`config.mk`:
```
export PLATFORM = sky130hd
export DESIGN_NAME = pulse_burst_indicator_sequencer_core
export DESIGN_NICKNAME = d
export VERILOG_FILES = /design/src/sv/pbis_pkg.sv /design/src/sv/pulse_burst_indicator_sequencer_core.sv /design/src/sv/pbis_in_stage.sv /design/src/sv/pbis_engine.sv
export SDC_FILE = /design/constraint.sdc
export NUM_CORES = 1
export LEC_CHECK = 0
export BUFFER_PORTS_ARGS = -buffer_cell sky130_fd_sc_hd__buf_4
export CORE_MARGIN = 2
export CORE_UTILIZATION = 25
export DETAILED_ROUTE_END_ITERATION = 16
export HOLD_SLACK_MARGIN = 0.05
export PLACE_DENSITY = 0.52
export SYNTH_ARGS = -nofsm -noshare
export SYNTH_HDL_FRONTEND = slang
export SYNTH_SLANG_ARGS = --single-unit
```
`constraint.sdc`:
```
create_clock -name clk -period 2.1 [get_ports clk]
set_input_delay 0.105 -clock clk [delete_from_list [all_inputs] [get_ports clk]]
set_output_delay 0.105 -clock clk [all_outputs]
set_load 0.02 [all_outputs]
```
`src/sv/pbis_pkg.sv`:
```
// Shared types and constants for the pulse burst indicator sequencer.
// Used by every module of the block; no dependencies.
package pbis_pkg;

    // Field widths
    localparam int COUNT_W = 8;
    localparam int TIME_W  = 16;
    localparam int NODE_W  = 8;
    localparam int PHASE_W = 2;
    localparam int CFG_IDX_W = 4;
    localparam int CFG_DATA_W = 16;

    // Item kinds carried in the mode field
    localparam logic MODE_TICK = 1'b0;
    localparam logic MODE_REQ  = 1'b1;

    // Phase codes
    localparam logic [PHASE_W-1:0] PH_IDLE = 2'd0;
    localparam logic [PHASE_W-1:0] PH_ON   = 2'd1;
    localparam logic [PHASE_W-1:0] PH_GAP  = 2'd2;
    localparam logic [PHASE_W-1:0] PH_POST = 2'd3;

    // Configuration register indexes
    localparam logic [CFG_IDX_W-1:0] REG_FLASH = 4'd0;
    localparam logic [CFG_IDX_W-1:0] REG_GAP   = 4'd1;

    // Reset values
    localparam logic [TIME_W-1:0] FLASH_RST = 16'd100;
    localparam logic [TIME_W-1:0] GAP_RST   = 16'd100;
    localparam logic [NODE_W-1:0] NO_NODE   = 8'hFF;

    // One input item
    typedef struct packed {
        logic               mode;
        logic [COUNT_W-1:0] pulse_count;
        logic [TIME_W-1:0]  post_hold;
        logic               store_node;
        logic [NODE_W-1:0]  node_number;
    } item_t;

    // One result item
    typedef struct packed {
        logic               indicator_on;
        logic               busy_res;
        logic [NODE_W-1:0]  last_node;
        logic [PHASE_W-1:0] phase;
    } result_t;

endpackage

```
`src/sv/pulse_burst_indicator_sequencer_core.sv`:
```
// Pulse burst indicator sequencer, top level.
// Depends on pbis_pkg, pbis_in_stage and pbis_engine.
//
// Every item (a one-millisecond tick or a pulse request) gives exactly one
// result. The block takes one item per clock cycle while no stall holds it.
// An accepted item is held in the input register and moves into the result
// register when that is free; its result then stays on the outputs until it
// is taken. A stalled result holds the input register and stalls the input
// in the same cycle. The burst state is updated once per taken item, so a
// following item sees it at once. The user is to write flash and gap times
// through the configuration port only while the block is idle; the block
// does not enforce this. A new time takes effect the next time a phase is loaded.
module pulse_burst_indicator_sequencer_core (
    input  logic                               clk,
    input  logic                               rst_n,
    input  logic                               cfg_wr_en,
    input  logic [pbis_pkg::CFG_IDX_W-1:0]     cfg_index,
    input  logic [pbis_pkg::CFG_DATA_W-1:0]    cfg_data,
    input  logic                               in_valid,
    output logic                               in_stall,
    input  logic                               mode,
    input  logic [pbis_pkg::COUNT_W-1:0]       pulse_count,
    input  logic [pbis_pkg::TIME_W-1:0]        post_hold,
    input  logic                               store_node,
    input  logic [pbis_pkg::NODE_W-1:0]        node_number,
    output logic                               out_valid,
    input  logic                               out_stall,
    output logic                               indicator_on,
    output logic                               busy_res,
    output logic [pbis_pkg::NODE_W-1:0]        last_node,
    output logic [pbis_pkg::PHASE_W-1:0]       phase
);

    pbis_pkg::item_t   in_item;
    pbis_pkg::item_t   item;
    pbis_pkg::result_t result;
    logic              item_valid;
    logic              take;

    assign in_item.mode          = mode;
    assign in_item.pulse_count   = pulse_count;
    assign in_item.post_hold     = post_hold;
    assign in_item.store_node    = store_node;
    assign in_item.node_number   = node_number;

    pbis_in_stage u_in (
        .clk        (clk),
        .rst_n      (rst_n),
        .in_valid   (in_valid),
        .in_stall   (in_stall),
        .in_item    (in_item),
        .take       (take),
        .item_valid (item_valid),
        .item       (item)
    );

    pbis_engine u_engine (
        .clk        (clk),
        .rst_n      (rst_n),
        .cfg_wr_en  (cfg_wr_en),
        .cfg_index  (cfg_index),
        .cfg_data   (cfg_data),
        .item_valid (item_valid),
        .item       (item),
        .take       (take),
        .out_valid  (out_valid),
        .out_stall  (out_stall),
        .result     (result)
    );

    assign indicator_on = result.indicator_on;
    assign busy_res     = result.busy_res;
    assign last_node    = result.last_node;
    assign phase        = result.phase;

endmodule

```
`src/sv/pbis_in_stage.sv`:
```
// Input register of the sequencer: captures one item per cycle while not stalled.
// Depends on pbis_pkg for the item type.
module pbis_in_stage (
    input  logic           clk,
    input  logic           rst_n,
    input  logic           in_valid,
    output logic           in_stall,
    input  pbis_pkg::item_t in_item,
    input  logic           take,
    output logic           item_valid,
    output pbis_pkg::item_t item
);

    logic            valid_reg;
    logic            valid_next;
    pbis_pkg::item_t item_reg;
    logic            load;

    // Hold only while the held item cannot move on
    assign in_stall = valid_reg && !take;
    assign load     = in_valid && !in_stall;

    always_comb
    begin
        valid_next = valid_reg;
        if (take || !valid_reg)
        begin
            valid_next = in_valid;
        end
    end

    always_ff @(posedge clk or negedge rst_n)
    begin
        if (!rst_n)
        begin
            valid_reg <= 1'b0;
        end
        else
        begin
            valid_reg <= valid_next;
        end
    end

    // Payload needs no reset
    always_ff @(posedge clk)
    begin
        if (load)
        begin
            item_reg <= in_item;
        end
    end

    assign item_valid = valid_reg;
    assign item       = item_reg;

endmodule

```
`src/sv/pbis_engine.sv`:
```
// Burst state, timing registers, next-state logic and result register.
// Depends on pbis_pkg for codes, widths and item/result types.
module pbis_engine (
    input  logic                               clk,
    input  logic                               rst_n,
    input  logic                               cfg_wr_en,
    input  logic [pbis_pkg::CFG_IDX_W-1:0]     cfg_index,
    input  logic [pbis_pkg::CFG_DATA_W-1:0]    cfg_data,
    input  logic                               item_valid,
    input  pbis_pkg::item_t                    item,
    output logic                               take,
    output logic                               out_valid,
    input  logic                               out_stall,
    output pbis_pkg::result_t                  result
);

    logic [pbis_pkg::TIME_W-1:0]  flash_reg;
    logic [pbis_pkg::TIME_W-1:0]  gap_reg;

    logic [pbis_pkg::PHASE_W-1:0] phase_reg, phase_next;
    logic [pbis_pkg::COUNT_W-1:0] pulses_reg, pulses_next;
    logic [pbis_pkg::TIME_W-1:0]  held_reg, held_next;
    logic [pbis_pkg::TIME_W-1:0]  cd_reg, cd_next;
    logic [pbis_pkg::NODE_W-1:0]  node_reg, node_next;
    logic                         drive_reg, drive_next;

    logic                         out_valid_reg;
    pbis_pkg::result_t            result_reg;

    // Item moves into the result register when that is free
    assign take = item_valid && (!out_valid_reg || !out_stall);

    // Timing registers
    always_ff @(posedge clk or negedge rst_n)
    begin
        if (!rst_n)
        begin
            flash_reg <= pbis_pkg::FLASH_RST;
            gap_reg   <= pbis_pkg::GAP_RST;
        end
        else if (cfg_wr_en)
        begin
            case (cfg_index)
                pbis_pkg::REG_FLASH: flash_reg <= cfg_data;
                pbis_pkg::REG_GAP:   gap_reg   <= cfg_data;
                default: ;
            endcase
        end
    end

    // Next burst state for the held item
    always_comb
    begin
        phase_next  = phase_reg;
        pulses_next = pulses_reg;
        held_next   = held_reg;
        cd_next     = cd_reg;
        node_next   = node_reg;
        drive_next  = drive_reg;
        if (item.mode == pbis_pkg::MODE_REQ)
        begin
            if (item.store_node)
            begin
                node_next = item.node_number;
            end
            if (item.pulse_count != '0)
            begin
                pulses_next = item.pulse_count;
                held_next   = item.post_hold;
                drive_next  = 1'b1;
                phase_next  = pbis_pkg::PH_ON;
                cd_next     = flash_reg;
            end
        end
        else if (phase_reg != pbis_pkg::PH_IDLE)
        begin
            if (cd_reg > pbis_pkg::TIME_W'(1))
            begin
                cd_next = cd_reg - pbis_pkg::TIME_W'(1);
            end
            else
            begin
                // Countdown used up: change phase
                cd_next = '0;
                case (phase_reg)
                    pbis_pkg::PH_ON:
                    begin
                        drive_next = 1'b0;
                        if (pulses_reg != '0)
                        begin
                            pulses_next = pulses_reg - pbis_pkg::COUNT_W'(1);
                        end
                        if (pulses_next != '0)
                        begin
                            phase_next = pbis_pkg::PH_GAP;
                            cd_next    = gap_reg;
                        end
                        else if (held_reg != '0)
                        begin
                            phase_next = pbis_pkg::PH_POST;
                            cd_next    = held_reg;
                        end
                        else
                        begin
                            phase_next = pbis_pkg::PH_IDLE;
                        end
                    end
                    pbis_pkg::PH_GAP:
                    begin
                        drive_next = 1'b1;
                        phase_next = pbis_pkg::PH_ON;
                        cd_next    = flash_reg;
                    end
                    default:
                    begin
                        phase_next = pbis_pkg::PH_IDLE;
                    end
                endcase
            end
        end
    end

    // Burst state commits once per taken item
    always_ff @(posedge clk or negedge rst_n)
    begin
        if (!rst_n)
        begin
            phase_reg  <= pbis_pkg::PH_IDLE;
            pulses_reg <= '0;
            held_reg   <= '0;
            cd_reg     <= '0;
            node_reg   <= pbis_pkg::NO_NODE;
            drive_reg  <= 1'b0;
        end
        else if (take)
        begin
            phase_reg  <= phase_next;
            pulses_reg <= pulses_next;
            held_reg   <= held_next;
            cd_reg     <= cd_next;
            node_reg   <= node_next;
            drive_reg  <= drive_next;
        end
    end

    // Result register
    always_ff @(posedge clk or negedge rst_n)
    begin
        if (!rst_n)
        begin
            out_valid_reg <= 1'b0;
        end
        else if (take)
        begin
            out_valid_reg <= 1'b1;
        end
        else if (!out_stall)
        begin
            out_valid_reg <= 1'b0;
        end
    end

    always_ff @(posedge clk)
    begin
        if (take)
        begin
            result_reg.indicator_on <= drive_next;
            result_reg.busy_res     <= (phase_next != pbis_pkg::PH_IDLE);
            result_reg.last_node    <= node_next;
            result_reg.phase        <= phase_next;
        end
    end

    assign out_valid = out_valid_reg;
    assign result    = result_reg;

endmodule

```
==> key figures <==
Synthesis
  – Synthesis warning total: 0
  – Top post-synthesis cells by area: dfrtp_1, edfxtp_1, mux2_2, nand2_1, dfstp_2
  – Yosys top cell area share: 0.282
  – Post-synthesis sequential area ratio: 0.559
  – Post-synthesis mux area share: 0.0745
  – Post-synthesis adder-cell area fraction: 0.0119
  – Post-synth ARST share: 0.649
  – Compound-gate portion of the synthesized area: 0.136
  – Post-synth EDFFs: 46
  – Netlist cell types: 68
  – Mapped Cells: slightly below 600
  – #FFs+latches synth: around 130
  – Commonest cells in the netlist: nand2_1, dfrtp_1, edfxtp_1
  – Main combinational cell family by area after synthesis: simple AND/OR/NAND/NOR gates
  – Area share of and/or/nand/nor cells after synthesis: 0.179
  – Most used DFF post-synth: dfrtp_1
  – Largest area contributor in the netlist: dfrtp_1
  – Xor-xnor portion of the synthesized cell area: 0.00971
  – Syn nets: ~650
  – Synthesized area per cell: roughly 11 um2
  – Post-Syn Area: 6310 um2
  – Most frequent cell after synthesis: nand2_1

Timing
  – Tcrit/Tclk final: 1.07
  – Fmax: 447 MHz
  – Setup-failing EPs final: 24
  – Fin crit period: 2.24 ns
  – Final hold violation count: 0
  – Relative slew slack: 0.654
  – RSZ-0062 raised after global routing: yes
  – Slew Viols, Final: 0
  – Worst Setup Slack, final: -0.138 ns
  – Setup total negative slack: -1.52 ns
  – Final Skew: about 0.0083 ns
  – Worst slew pin tran: 0.519 ns

Final layout
  – Fin util: 0.385
  – Nets@finish: about 870
  – Multi-input logic area: a little over 3000 um2
  – # fillers: between 2000 and 2500
  – Max reg flops: 34
  – Share of cells above drive strength 1: 0.417
  – Register cell area after layout: roughly 3500 um2
  – Antenna fix cells: 0
  – Area Growth Syn to Fin: 52.4%

Global route
  – Number of global-route vias before repair: 5488
  – GR Overflow Total: 0
  – Met2 Use GR: 0.234
  – Total track usage: 0.142
  – Most Crowded Layer GR: met2
  – Initial antenna violation count: 0
  – Met3 usage: 0.0250
  – Largest net degree at the start of global routing: 38
  – Met1 Usage GRT: 0.185
  – First-pass GRT wire length: a little under 30 mm

Setup path
  – Critical path's slowest cell: or4_4
  – CP max stage delay: roughly 0.55 ns
  – Critical-path maximum fanout: 6
  – Cell family with most CP delay: simple AND/OR/NAND/NOR gates
  – Worst reg2reg path depth: 7
  – Setup CP Type: reg -> reg
  – CP Buf/Inv Count: 1
  – Req. time, crit path: around 2.5 ns
  – Crit start category: register
  – Crit path DAT: ~2.6 ns
  – CP Depth: 7
  – Worst path cell trace: or4_4, and4b_2, and3_4, nand2_8, buf_6, a21oi_4, a2bb2oi_2
  – Critical Path End Type: register

Job
  – MaxCap Viol Count: 0

Placement
  – PortBufs: about 70
  – Post-DP HPWL: around 13 mm
  – Final weighted congestion in routability-driven placement: about 0.9
  – Pre-CTS setup slack: -0.213 ns

Die
  – Die Height: approximately 160 um
  – Boundary Pins: 73
  – Die area: 26500 um2
  – Num rows: 58
  – Chip Width: 163 um
  – Starting Density: 0.253
  – Core area: around 25000 um2

CTS
  – CTS tree: done
  – Clock Tree Root: clkbuf_16
  – Sink Count: about 130
  – CTS H-tree lvls: 4
  – Longest Clk Path Bufs: 2
  – CTS clock-pin slew for the worst setup and hold paths: 0.06 ns
  – CTS Buf Count: 17
  – Clk_lat worst skew: roughly 0.41 ns

Power
  – Worst VDD drop: a little under 0.6 mV
  – PwrDens: around 1100 nW/um2
  – Leak: slightly below 4 nW

Status
  – Status: complete, but fails checks
  – Failing checks: negative setup slack

Detailed routing
  – DRC viols: 0
  – Pre-antenna DRT Iters: 5
  – Initial drt markers: about 370
  – Final wirelength: 18.7 mm
  – Drt wl/cell: 16.3 um
  – DRT antenna net count: 0
  – Vias per inst: between 4 and 5
  – Vias: 5375

Hold path
  – Hold Crit Class: in -> async
[per-layer routing]
metal / routed length [um] / part of all wire
met1: 8390 / 0.45
met2: 9250 / 0.49
met3: 667 / 0.036
met4: 424 / 0.023
met5: 0 / 0
[final cells by class]
cell class,count,share of cell area
Clock buffer,20,0.0465
Inverter,15,0.00586
Multi-Input combinational cell,414,0.318
Clock inverter,12,0.0161
Sequential cell,131,0.367
Tap cell,330,0.0429
Timing Repair Buffer,229,0.204
[worst paths after layout]
kind | start | to | slack [ns]
min in group clk | cfg_index[1] | u_engine.flash_reg[4] | 0.33
max in group asynchronous | rst_n | u_engine.node_reg[5] | 1.23
setup / recovery | u_engine.cd_reg[12] | u_engine.cd_reg[0] | -0.14
setup reg to reg | u_engine.cd_reg[12] | u_engine.cd_reg[0] | -0.14
hold / removal | rst_n | u_engine.held_reg[7] | 0.17
hold reg to reg | u_in.item[23] | u_engine.held_reg[14] | 0.44
[kinds of logic after synthesis]
| group | count (synthesis) |
|---|---|
| xor+xnor | 7 |
| fa+ha+maj | 6 |
| buf+inv | 44 |
| simple gates | 232 |
| compound gates | 127 |
| flops | 131 |
| mux | 42 |
[what timing repair did]
action,in CTS,in global routing
buffers inserted,3,9
cloned,0,2
endpoints found under the hold margin,131,0
resized for setup,44,75
pin swaps,28,33
hold buffers,54,0
endpoints found under the setup margin,31,31
[worst register-to-register path: stages, from the launching register on]
cell and delay, ns:
dfrtp_1 0.38, or4_4 0.55, and4b_2 0.41, and3_4 0.28, nand2_8 0.10, buf_6 0.19
a21oi_4 0.12, a2bb2oi_2 0.14
[power breakdown]
group          internal (W)  leakage [nW]  switching, W  total, W
Sequential          0.00321          1.45      0.000413   0.00363
Clock               0.00190         0.281       0.00114   0.00305
Combinational       0.00170          2.19       0.00176   0.00346
Total               0.00682          3.92       0.00332    0.0101
[through the flow]
step                      instances  hold WS [ns]  total power (W)  cell area [um2]
after global placement         1053        0.0560          0.00645             7900
after floorplan                 589        -0.191          0.00511             6330
final                          1151         0.169           0.0101             9620
after CTS                      1142         0.168          0.00978             9250
after global routing           1151         0.186           0.0107             9620
after detailed placement       1053        0.0623          0.00645             7900
[cell usage in the layout (no fill, tap or decap), types with 6 or more instances in the layout]
master           n
edfxtp_1        46
nor2_1          33
nor4_4           6
nand2b_1         6
a31oi_1         10
o21ai_0         14
dfrtp_1         71
clkbuf_16       17
nor3_1          10
buf_6           16
nand3_1         11
nor3_2           6
dfstp_2         14
nor4_1           9
o211ai_1         7
mux2_2          40
o21ai_2         14
nand2_1        109
buf_4          155
nand4_1          6
a21oi_1         21
inv_1           11
dlygate4sd3_1   54
Power figures use the tool's default switching activity.
